$ cat src/rtl/core/trc_pkg.sv
// Package for the touch report calibrator: constants, sequencer states,
// register indexes and the request/response types of the shared divider.
// No dependencies.
`default_nettype none
package trc_pkg;

  localparam int unsigned REPORT_BYTES_DEF = 8;
  localparam int unsigned POS_W   = 3;
  localparam int unsigned COORD_W = 12;
  localparam int unsigned HOLD_W  = 16;
  localparam int unsigned CFG_W   = 16;
  localparam int unsigned IDX_W   = 3;
  localparam int unsigned NUM_W   = 2 * COORD_W;
  localparam int unsigned DIV_STEPS = COORD_W;
  localparam int unsigned CNT_W   = $clog2(DIV_STEPS + 1);

  localparam logic [COORD_W-1:0] X_ZERO_RST = 12'd627;
  localparam logic [COORD_W-1:0] X_FULL_RST = 12'd10;
  localparam logic [COORD_W-1:0] X_FS_RST   = 12'd640;
  localparam logic [COORD_W-1:0] Y_ZERO_RST = 12'd176;
  localparam logic [COORD_W-1:0] Y_FULL_RST = 12'd6;
  localparam logic [COORD_W-1:0] Y_FS_RST   = 12'd180;
  localparam logic [HOLD_W-1:0]  HOLD_RST   = 16'd250;
  localparam logic [HOLD_W-1:0]  ELAPSED_RST = 16'd250;
  localparam logic [3:0]         NIBBLE_MASK = 4'hF;

  typedef enum logic [IDX_W-1:0] {
    REG_X_ZERO  = 3'd0,
    REG_X_FULL  = 3'd1,
    REG_X_FS    = 3'd2,
    REG_Y_ZERO  = 3'd3,
    REG_Y_FULL  = 3'd4,
    REG_Y_FS    = 3'd5,
    REG_HOLDOFF = 3'd6
  } reg_idx_e;

  typedef enum logic [POS_W-1:0] {
    BYTE_GESTURE = 3'd0,
    BYTE_X_HI    = 3'd2,
    BYTE_X_LO    = 3'd3,
    BYTE_Y_HI    = 3'd4,
    BYTE_Y_LO    = 3'd5
  } byte_pos_e;

  typedef enum logic [2:0] {
    ST_IDLE,
    ST_EVAL,
    ST_MUL,
    ST_CHK,
    ST_DIV,
    ST_DONE
  } seq_state_e;

  typedef struct packed {
    logic               start;
    logic [NUM_W-1:0]   num;
    logic [COORD_W-1:0] den;
  } div_req_t;

  typedef struct packed {
    logic               done;
    logic [COORD_W-1:0] quot;
  } div_rsp_t;

endpackage
`default_nettype wire

$ cat src/rtl/core/trc_div.sv
// Iterative restoring divider, one quotient bit per cycle.
// Requires num < den << COORD_W so the quotient fits COORD_W bits. Uses trc_pkg.
`default_nettype none
module trc_div (
  input  wire logic               clk_i,
  input  wire logic               rst_ni,
  input  wire trc_pkg::div_req_t  req_i,
  output trc_pkg::div_rsp_t       rsp_o
);

  logic [trc_pkg::COORD_W-1:0] rem_q, rem_d;
  logic [trc_pkg::COORD_W-1:0] low_q, low_d;
  logic [trc_pkg::COORD_W-1:0] den_q;
  logic [trc_pkg::CNT_W-1:0]   cnt_q, cnt_d;
  logic                        done_q, done_d;
  logic [trc_pkg::COORD_W:0]   trial;
  logic [trc_pkg::COORD_W:0]   diff;
  logic                        qbit;

  always_comb begin
    trial = {rem_q, low_q[trc_pkg::COORD_W-1]};
    diff  = trial - {1'b0, den_q};
    qbit  = (trial >= {1'b0, den_q});
    rem_d = rem_q;
    low_d = low_q;
    cnt_d = cnt_q;
    done_d = 1'b0;
    if (req_i.start) begin
      rem_d = req_i.num[trc_pkg::NUM_W-1:trc_pkg::COORD_W];
      low_d = req_i.num[trc_pkg::COORD_W-1:0];
      cnt_d = trc_pkg::CNT_W'(trc_pkg::DIV_STEPS);
    end else if (cnt_q != '0) begin
      rem_d = qbit ? diff[trc_pkg::COORD_W-1:0] : trial[trc_pkg::COORD_W-1:0];
      low_d = {low_q[trc_pkg::COORD_W-2:0], qbit};
      cnt_d = cnt_q - 1'b1;
      done_d = (cnt_q == trc_pkg::CNT_W'(1));
    end
  end

  always_ff @(posedge clk_i or negedge rst_ni) begin
    if (!rst_ni) begin
      cnt_q  <= '0;
      done_q <= 1'b0;
    end else begin
      cnt_q  <= cnt_d;
      done_q <= done_d;
    end
  end

  always_ff @(posedge clk_i) begin
    rem_q <= rem_d;
    low_q <= low_d;
    if (req_i.start) begin
      den_q <= req_i.den;
    end
  end

  assign rsp_o.done = done_q;
  assign rsp_o.quot = low_q;

endmodule
`default_nettype wire

$ cat src/rtl/core/touch_report_calibrator_unit.sv
// Touch report calibrator top level: report assembly, holdoff counter,
// per-axis sequencer around one multiplier and the shared trc_div divider.
// Depends on trc_pkg and trc_div.
//
//  channel  | dir | tdata                           | tuser
//  s_axis   | in  | [7:0] report_byte               | [0] op (0 tick, 1 byte)
//  m_axis   | out | [11:0] screen_x, [23:12] screen_y | [0] touch_seen, [1] fire
//  cfg      | in  | cfg_wdata_i, index cfg_idx_i    | write on cfg_we_i
//
// Ticks and non-final bytes are taken back to back; s_axis_tready stays high.
// Final byte: a non-touch goes from evaluation straight to done; a touch runs per axis
// one multiply, one range check, 12 divider steps and a done response on the shared
// divider; an axis settled by the range check skips the divider.
// s_axis_tready is low from the final byte until its result enters the output
// register; while m_axis still holds the previous result, that wait grows.
// Reset (async, active low) restores register defaults, clears the report state
// and presets the elapsed counter to 250.
`default_nettype none
module touch_report_calibrator_unit #(
  parameter int unsigned REPORT_BYTES = trc_pkg::REPORT_BYTES_DEF
) (
  input  wire logic                     clk_i,
  input  wire logic                     rst_ni,
  input  wire logic                     s_axis_tvalid,
  output logic                          s_axis_tready,
  input  wire logic [7:0]               s_axis_tdata,   // [7:0] report_byte
  input  wire logic                     s_axis_tuser,   // [0] op
  output logic                          m_axis_tvalid,
  input  wire logic                     m_axis_tready,
  output logic [23:0]                   m_axis_tdata,   // [11:0] screen_x, [23:12] screen_y
  output logic [1:0]                    m_axis_tuser,   // [0] touch_seen, [1] fire
  input  wire logic                     cfg_we_i,
  input  wire logic [trc_pkg::IDX_W-1:0] cfg_idx_i,
  input  wire logic [trc_pkg::CFG_W-1:0] cfg_wdata_i
);

  localparam int unsigned CW = trc_pkg::COORD_W;

  trc_pkg::seq_state_e state_q, state_d;
  logic axis_q, axis_d;

  logic [CW-1:0] x_zero_q, x_full_q, x_fs_q, y_zero_q, y_full_q, y_fs_q;
  logic [trc_pkg::HOLD_W-1:0] holdoff_q, elapsed_q;

  logic [trc_pkg::POS_W-1:0] pos_q;
  logic [7:0]    gest_q;
  logic [CW-1:0] raw_x_q, raw_y_q;

  logic signed [2*CW+1:0] prod_q;
  logic signed [CW:0]     den_q;
  logic [CW-1:0] sx_q, sy_q;
  logic          seen_q;

  logic          out_valid_q;
  logic [23:0]   out_data_q;
  logic [1:0]    out_user_q;

  logic in_xfer, last_byte, is_touch, out_free, fire;
  logic [CW-1:0] v_sel, a_sel, b_sel, f_sel;
  logic signed [CW:0]     diff_s, den_s;
  logic signed [2*CW+1:0] prod_s;
  logic [2*CW+1:0] num_abs;
  logic [CW:0]     den_abs;
  logic            ovf;
  logic            res_we;
  logic [CW-1:0]   res_val;

  trc_pkg::div_req_t div_req;
  trc_pkg::div_rsp_t div_rsp;

  trc_div u_div (
    .clk_i  (clk_i),
    .rst_ni (rst_ni),
    .req_i  (div_req),
    .rsp_o  (div_rsp)
  );

  assign s_axis_tready = (state_q == trc_pkg::ST_IDLE);
  assign in_xfer   = s_axis_tvalid && s_axis_tready;
  assign last_byte = (({1'b0, pos_q} + 4'd1) >= 4'(REPORT_BYTES));
  assign is_touch  = (gest_q == 8'd0) && ((raw_x_q != '0) || (raw_y_q != '0));
  assign out_free  = !out_valid_q || m_axis_tready;
  assign fire      = seen_q && (elapsed_q > holdoff_q);

  always_comb begin
    v_sel  = axis_q ? raw_y_q  : raw_x_q;
    a_sel  = axis_q ? y_zero_q : x_zero_q;
    b_sel  = axis_q ? y_full_q : x_full_q;
    f_sel  = axis_q ? y_fs_q   : x_fs_q;
    diff_s = $signed({1'b0, v_sel}) - $signed({1'b0, a_sel});
    den_s  = $signed({1'b0, b_sel}) - $signed({1'b0, a_sel});
    prod_s = diff_s * $signed({1'b0, f_sel});
    num_abs = prod_q[2*CW+1] ? (2*CW+2)'(-prod_q) : (2*CW+2)'(prod_q);
    den_abs = den_q[CW] ? (CW+1)'(-den_q) : (CW+1)'(den_q);
    ovf     = (num_abs[2*CW-1:0] >= {den_abs[CW-1:0], {CW{1'b0}}});
  end

  always_comb begin
    state_d = state_q;
    axis_d  = axis_q;
    res_we  = 1'b0;
    res_val = '0;
    div_req.start = 1'b0;
    div_req.num   = num_abs[2*CW-1:0];
    div_req.den   = den_abs[CW-1:0];
    case (state_q)
      trc_pkg::ST_IDLE: begin
        if (in_xfer && s_axis_tuser && last_byte) begin
          state_d = trc_pkg::ST_EVAL;
        end
      end
      trc_pkg::ST_EVAL: begin
        axis_d  = 1'b0;
        state_d = is_touch ? trc_pkg::ST_MUL : trc_pkg::ST_DONE;
      end
      trc_pkg::ST_MUL: begin
        state_d = trc_pkg::ST_CHK;
      end
      trc_pkg::ST_CHK: begin
        if ((den_q == '0) || (prod_q[2*CW+1] != den_q[CW])) begin
          res_we  = 1'b1;
          res_val = '0;
        end else if (ovf) begin
          res_we  = 1'b1;
          res_val = f_sel;
        end else begin
          div_req.start = 1'b1;
        end
        if (res_we) begin
          axis_d  = 1'b1;
          state_d = axis_q ? trc_pkg::ST_DONE : trc_pkg::ST_MUL;
        end else begin
          state_d = trc_pkg::ST_DIV;
        end
      end
      trc_pkg::ST_DIV: begin
        if (div_rsp.done) begin
          res_we  = 1'b1;
          res_val = (div_rsp.quot > f_sel) ? f_sel : div_rsp.quot;
          axis_d  = 1'b1;
          state_d = axis_q ? trc_pkg::ST_DONE : trc_pkg::ST_MUL;
        end
      end
      trc_pkg::ST_DONE: begin
        if (out_free) begin
          state_d = trc_pkg::ST_IDLE;
        end
      end
      default: state_d = trc_pkg::ST_IDLE;
    endcase
  end

  always_ff @(posedge clk_i or negedge rst_ni) begin
    if (!rst_ni) begin
      state_q <= trc_pkg::ST_IDLE;
      axis_q  <= 1'b0;
    end else begin
      state_q <= state_d;
      axis_q  <= axis_d;
    end
  end

  // configuration registers
  always_ff @(posedge clk_i or negedge rst_ni) begin
    if (!rst_ni) begin
      x_zero_q  <= trc_pkg::X_ZERO_RST;
      x_full_q  <= trc_pkg::X_FULL_RST;
      x_fs_q    <= trc_pkg::X_FS_RST;
      y_zero_q  <= trc_pkg::Y_ZERO_RST;
      y_full_q  <= trc_pkg::Y_FULL_RST;
      y_fs_q    <= trc_pkg::Y_FS_RST;
      holdoff_q <= trc_pkg::HOLD_RST;
    end else if (cfg_we_i) begin
      case (cfg_idx_i)
        trc_pkg::REG_X_ZERO:  x_zero_q  <= cfg_wdata_i[CW-1:0];
        trc_pkg::REG_X_FULL:  x_full_q  <= cfg_wdata_i[CW-1:0];
        trc_pkg::REG_X_FS:    x_fs_q    <= cfg_wdata_i[CW-1:0];
        trc_pkg::REG_Y_ZERO:  y_zero_q  <= cfg_wdata_i[CW-1:0];
        trc_pkg::REG_Y_FULL:  y_full_q  <= cfg_wdata_i[CW-1:0];
        trc_pkg::REG_Y_FS:    y_fs_q    <= cfg_wdata_i[CW-1:0];
        trc_pkg::REG_HOLDOFF: holdoff_q <= cfg_wdata_i[trc_pkg::HOLD_W-1:0];
        default: ;
      endcase
    end
  end

  // report assembly and holdoff counter
  always_ff @(posedge clk_i or negedge rst_ni) begin
    if (!rst_ni) begin
      pos_q     <= '0;
      gest_q    <= '0;
      raw_x_q   <= '0;
      raw_y_q   <= '0;
      elapsed_q <= trc_pkg::ELAPSED_RST;
    end else begin
      if (in_xfer && !s_axis_tuser) begin
        if (elapsed_q != '1) begin
          elapsed_q <= elapsed_q + 1'b1;
        end
      end else if (in_xfer) begin
        case (pos_q)
          trc_pkg::BYTE_GESTURE: gest_q <= s_axis_tdata;
          trc_pkg::BYTE_X_HI: raw_x_q[CW-1:8] <= s_axis_tdata[3:0] & trc_pkg::NIBBLE_MASK;
          trc_pkg::BYTE_X_LO: raw_x_q[7:0]    <= s_axis_tdata;
          trc_pkg::BYTE_Y_HI: raw_y_q[CW-1:8] <= s_axis_tdata[3:0] & trc_pkg::NIBBLE_MASK;
          trc_pkg::BYTE_Y_LO: raw_y_q[7:0]    <= s_axis_tdata;
          default: ;
        endcase
        pos_q <= last_byte ? '0 : pos_q + 1'b1;
      end else if (state_q == trc_pkg::ST_DONE && out_free && fire) begin
        elapsed_q <= '0;
      end
    end
  end

  always_ff @(posedge clk_i) begin
    if (state_q == trc_pkg::ST_MUL) begin
      prod_q <= prod_s;
      den_q  <= den_s;
    end
    if (state_q == trc_pkg::ST_EVAL) begin
      seen_q <= is_touch;
      sx_q   <= '0;
      sy_q   <= '0;
    end else if (res_we) begin
      if (axis_q) begin
        sy_q <= res_val;
      end else begin
        sx_q <= res_val;
      end
    end
  end

  // output register
  always_ff @(posedge clk_i or negedge rst_ni) begin
    if (!rst_ni) begin
      out_valid_q <= 1'b0;
    end else if (state_q == trc_pkg::ST_DONE && out_free) begin
      out_valid_q <= 1'b1;
    end else if (m_axis_tready) begin
      out_valid_q <= 1'b0;
    end
  end

  always_ff @(posedge clk_i) begin
    if (state_q == trc_pkg::ST_DONE && out_free) begin
      out_data_q <= {sy_q, sx_q};
      out_user_q <= {fire, seen_q};
    end
  end

  assign m_axis_tvalid = out_valid_q;
  assign m_axis_tdata  = out_data_q;
  assign m_axis_tuser  = out_user_q;

endmodule
`default_nettype wire

$ cat config.mk
export PLATFORM = sky130hd
export DESIGN_NAME = touch_report_calibrator_unit
export DESIGN_NICKNAME = d
export VERILOG_FILES = /design/src/rtl/core/trc_pkg.sv /design/src/rtl/core/trc_div.sv /design/src/rtl/core/touch_report_calibrator_unit.sv
export SDC_FILE = /design/constraint.sdc
export NUM_CORES = 1
export LEC_CHECK = 0
export ABC_AREA = 1
export BUFFER_PORTS_ARGS = -buffer_cell sky130_fd_sc_hd__buf_2
export CAP_MARGIN = 0
export CELL_PAD_IN_SITES_DETAIL_PLACEMENT = 1
export CELL_PAD_IN_SITES_GLOBAL_PLACEMENT = 1
export CORE_ASPECT_RATIO = 0.9
export CORE_MARGIN = 2
export CORE_UTILIZATION = 53
export DETAILED_ROUTE_END_ITERATION = 8
export PLACE_DENSITY = 0.93
export SLEW_MARGIN = 20
export SYNTH_ARGS = -nofsm -noshare
export SYNTH_HDL_FRONTEND = slang
export SYNTH_SLANG_ARGS = --single-unit
$ cat constraint.sdc
create_clock -name clk_i -period 19.1 [get_ports clk_i]
set_input_delay 1.91 -clock clk_i [delete_from_list [all_inputs] [get_ports clk_i]]
set_output_delay 1.91 -clock clk_i [all_outputs]
set_load 0.02 [all_outputs]
======== Word level (Yosys, flattened, before mapping) ========
Index checks and enable logic that the tools add are counted.
word-level totals
  flip-flop bits (word level) ............. 275
  bits in latches ......................... 0
  RAM bits ................................ 0
  memory bits (read-only) ................. 0
  input bits .............................. 33
  output and inout port bits .............. 28
  logic and storage cells ................. 158
  memories kept ........................... 0
operators by class
  add/sub/neg operators ................... 9
  multiply operators ...................... 1
  divide/modulo/power cells ............... 0
  $lt $le $gt $ge ......................... 5
  equal/unequal tests ..................... 24
  shift-type cells ........................ 0
  mux-type cells .......................... 45
  bitwise logic cells ..................... 2
  reduce and logical (&&, ||, !) cells .... 43
operator list
  kind                                                 number
  two-way mux 12 bit                                   14
  two-way mux 16 bit                                   4
  multiplier 13 x 13 -> 26 bit                         1
  subtractor 12 x 12 -> 13 bit                         2
  >= comparator 24 bit                                 1
  two-way mux 24 bit                                   1
  negation 24 bit                                      1
  case mux 12 bit (2 select lines)                     1
  AND reduction 3 bit                                  8
  nonzero test 12 bit                                  2
  equality test 3 bit, second input constant           7
  two-way mux 3 bit                                    7
  AND reduction 2 bit                                  10
  equality test 3 x 2 -> 1 bit, second input constant  6
  case mux 3 bit (6 select lines)                      1
  adder 16 x 1 -> 16 bit, second input constant        1
  > comparator 16 bit                                  1
  != test 16 bit, second input constant                1
  >= comparator 13 x 12 -> 1 bit                       1
  zero test 13 bit                                     1
  two-way mux 1 bit                                    13
  > comparator 12 bit                                  1
  negation 12 bit                                      1
  subtractor 12 bit                                    1
  21 further kinds                                     42

======== Depth between registers and ports, before layout ========
  depth after elaboration ................. 8
  gate-level depth with buffers ........... 38
  mapped depth without buffers ............ 36

======== Cells and area by module ========
A second synthesis with hierarchy kept.
unflattened totals
  cell total of the unflattened synthesis .. 2,576
  area total of the unflattened synthesis .. 21,140.3 um^2
modules (own cells, without submodules)
  module                        instances  cells an instance  area each (um^2)  sequential area each (um^2)
  touch_report_calibrator_unit  1          2,247              18,555.3          6,074.6
  trc_div                       1          329                2,585.0           1,206.2

======== Least setup slack after synthesis ========
No wires, ideal clock.
  kind .................................... register -> register
  start ................................... reg axis_q
  end ..................................... reg prod_q[25], data pin
  library setup time ...................... 0.260 ns
  arrival ................................. 7.198 ns
  data required time ...................... 18.840 ns
  slack ................................... 11.643 ns
  stages on the path, launching flop included .. 33
  path buffers ............................ 3
  clock period less this slack ............ 7.457 ns
  path through ............................ dfrtp_1 > buf_2 > buf_2 > buf_1 > o21ai_0 > ha_1 > fa_1 > inv_1 > a31oi_1 > o21ai_0 > nand2_1 > a21oi_1 > nand2_1 > nand2_1 > a21oi_1 > inv_1 > nor2_1 > fa_1 > inv_1 > fa_1 > inv_1 > fa_1 > fa_1 > inv_1 > fa_1 > inv_1 > ha_1 > nand2_1 > nor4_1 > o21ai_0 > nand3_1 > a31oi_1 > xnor2_1
between the ends
  cells in the longest elaborated chain, start to end .. 3
  elaborated cells between the ends (all ways) .. 5
  those cells by class .................... add/sub: 1; mul: 1; mux: 3
RTL lines
  item                                          RTL line                                                                text
  from (decl)                                   touch_report_calibrator_unit.sv:40                                      logic axis_q, axis_d;
  from (signal assigned)                        touch_report_calibrator_unit.sv:159                                     axis_q <= axis_d;
  two-way mux 12 bit, on equally long branches  touch_report_calibrator_unit.sv:86, touch_report_calibrator_unit.sv:87
  subtractor 12 x 12 -> 13 bit                  touch_report_calibrator_unit.sv:90                                      diff_s = $signed({1'b0, v_sel}) - $signed({1'b0, a_sel});
  multiplier 13 x 13 -> 26 bit *                touch_report_calibrator_unit.sv:92                                      prod_s = diff_s * $signed({1'b0, f_sel});
  via prod_s[25]                                touch_report_calibrator_unit.sv:61                                      logic signed [2*CW+1:0] prod_s;
  to (signal assigned)                          touch_report_calibrator_unit.sv:218                                     prod_q <= prod_s;
  to (decl)                                     touch_report_calibrator_unit.sv:49                                      logic signed [2*CW+1:0] prod_q;
Mark *: on every way through the listed nets, which the timed path passes. The rest lies on a longest branch.
A chain may end at the register's enable or synchronous reset.

======== Worst setup path in the final report ========
Same ends and word-level chain as after synthesis.

==> impl_metrics.ini <==
[critical_path]
cp_slowest_cell = buf_4
worstPathArrival_ns = 9.47
start_kind = flop
cpPeakStageDelay_ns = 0.63
required_ns = 19.44
r2r.worst_path.cells = 31
crit_type = reg -> reg
reg2reg_slack_ns = 9.97
crit_path_end_kind = flop
cp_top_family = adder cells
worst-path-buf-inv = 7
path_max_fanout = 70
crit_cells = 31

[outcome]
status = complete, no violations

[timing]
skew_ns = 0.0198
fin_tns_setup_ns = 0
layout_min_cycle_time_ns = 9.13
post-route-period-util_pct = 47.8
max_freq_mhz = 110
rsz0062_at_grt = false
tightest_slew_ns = 1.15
hold_violations = 0
relSlewSlack_pct = 23.0
timing.final.setup_violations = 0
maxSlewViolCount = 0

[synthesis]
synth_xor_area_share_pct = 3.52
syn_inst = 2443
synth_fa_ha_area_share_pct = 23.6
synth_compound_area_share_pct = 9.17
ys_warn_count = 0
synth_nets = 2775
synth-seq-cells = 274
post-synth-top-area-fraction_pct = 14.7
avgSynthCellArea_um2 = 8.44
synthArstFlopShare_pct = 54.4
synth_edf_count = 101
synth_top_area_cell = edfxtp_1
yosys.area_share.simple_pct = 18.5
synth_flop_cell = dfrtp_1
synthMuxAreaShare_pct = 0.534
synth_cell_types = 48
synth_area_leaders = edfxtp_1, fa_1, dfrtp_1
yosysSeqAreaShare_pct = 35.3
synth_top_family_by_area = adder cells
synth_area_um2 = 20600

[global_route]
busiest_layer = met2
grt_max_degree = 76
met2_usage_pct = 67.2
grt_pass1_wl_mm = 125
use_met3_pct = 10.0
first_global_vias = 21100
grt-ovfl-total = 0
antenna_found_initial = 3
grtUsageMet1_pct = 45.6
grt_usage_pct = 40.5

[cts]
cts_buffer_depth = 3
clock-root-buffer = clkbuf_16
clk_latency_ns = 0.61
clk_pin_slew_worst_paths_ns = 0.07
clock_sinks = 274
postCtsSetupBuffers = 0
cts_resized = 0
htreeDepth = 1
cts_buffers = 31
cts_tree = done
cts_hold_buffers = 0

[placement]
port_buffers = 60
dpl.hpwl_mm = 52.1
globalplace.congestion = 0.914

[floorplanning]
die_h_um = 191
row_count = 68
initial_core_util_pct = 53.7
die_x_um = 212
die-area_um2 = 40500
ios = 61
coreArea_um2 = 38400

[run]
drv_cap = 0

[detailed_routing]
drt-total-wl_mm = 80.7
wl_per_cell_um = 26.5
drtAntennaViolNets = 0
drtIter0Drc = 1839
vias = 19000
via_per_inst = 6.23
drt-pass1-iter-count = 5
drc_errors = 0

[final_layout]
drive_gt1_share_pct = 7.84
area_growth_pct = 9.17
fill_cells = 4531
final_nets = 2821

[min_path]
hold_depth = 0
hold_path.class = reg -> reg
cells in the mapped netlist (all sizes together), types with 31 or more instances:
cell	number
dfrtp	118
inv	438
dfstp	31
ha	148
nand3	61
xor2	55
fa	151
nor2	232
clkbuf	37
nand2	525
o21ai	206
nand4	31
a21oi	91
edfxtp	101
per-layer routing:
| metal | share of wire (%) | vias to the layer above |
|---|---|---|
| li1 | - | 7826 |
| met1 | 35 | 9367 |
| met2 | 47 | 1238 |
| met3 | 9.1 | 520 |
| met4 | 8.7 | 2 |
| met5 | 0.016 | - |
layout by cell type, fill, tap and decap left out, types with 3 or more instances in the layout:
master / n
or2_2: 28
mux2i_1: 11
clkinv_2: 5
a21oi_1: 91
dfstp_2: 31
buf_4: 12
clkbuf_16: 34
o211ai_1: 13
buf_2: 59
o21ai_1: 13
clkbuf_8: 5
nand4_1: 29
o31ai_1: 4
fa_1: 151
nand3_1: 59
clkbuf_1: 7
edfxtp_1: 101
a31oi_1: 17
a21o_1: 5
ha_1: 148
o21ai_0: 192
nand2_1: 524
o22ai_1: 3
nor4_1: 11
dfrtp_1: 117
nor2_2: 3
nor2_1: 228
xor2_1: 55
nor3_1: 24
o21a_1: 4
inv_1: 436
dfxtp_1: 24
nand3b_1: 4
xnor2_1: 28
clkinv_1: 8
path summary, 6_finish.rpt:
check | end | from
max | prod_q[25] | axis_q
min | m_axis_tdata[17] | sy_q[5]
max reg2reg | prod_q[25] | axis_q
min reg2reg | m_axis_tdata[17] | sy_q[5]
max in group asynchronous | x_zero_q[2] | rst_ni
min in group asynchronous | u_div.cnt_q[1] | rst_ni
metrics by stage:
stage               utilization (%)  setup WS [ns]  hold slack [ns]  cells  area [um^2]
floorplan                         -          11.64            0.408   2443        20600
global placement               55.8          10.99            0.417   2981        21400
detailed placement             55.8          10.52            0.422   2981        21400
CTS                            58.7          10.25            0.434   3039        22500
global route                   58.7           9.39            0.448   3039        22500
finish                         58.7           9.97            0.439   3040        22500
sequential cells by signal, summed over array words and instances, names as in the netlist, 4 cells and up:
name / count
den_q: 13
elapsed_q: 16
gest_q: 8
holdoff_q: 16
m_axis_tdata: 24
prod_q: 25
raw_x_q: 12
raw_y_q: 12
sx_q: 12
sy_q: 12
u_div.cnt_q: 4
u_div.den_q: 12
u_div.low_q: 12
u_div.rem_q: 12
x_fs_q: 12
x_full_q: 12
x_zero_q: 12
y_fs_q: 12
y_full_q: 12
y_zero_q: 12
area by class of cell:
cell class / count / area, um^2 / share of cell area (%)
repair buffers: 72 / 397 / 1.76
diodes: 1 / 2.50 / 0.0111
clock buffers: 46 / 946 / 4.20
well taps: 525 / 657 / 2.92
inverters: 446 / 1670 / 7.44
clock inverters: 12 / 136 / 0.606
flip-flops and latches: 274 / 7280 / 32.3
multi-input cells: 1664 / 11400 / 50.7
cells by family after synthesis:
family                   count (synthesis)
flip-flops                             274
buffers and inverters                  505
multiplexers                            11
AO/OA/AOI/OAI                          353
adder cells (fa/ha/maj)                299
AND/OR/NAND/NOR                        918
XOR/XNOR                                83
Power is not shown: default switching activity piles up to over one toggle a cycle in this logic, so the estimate is an artifact.
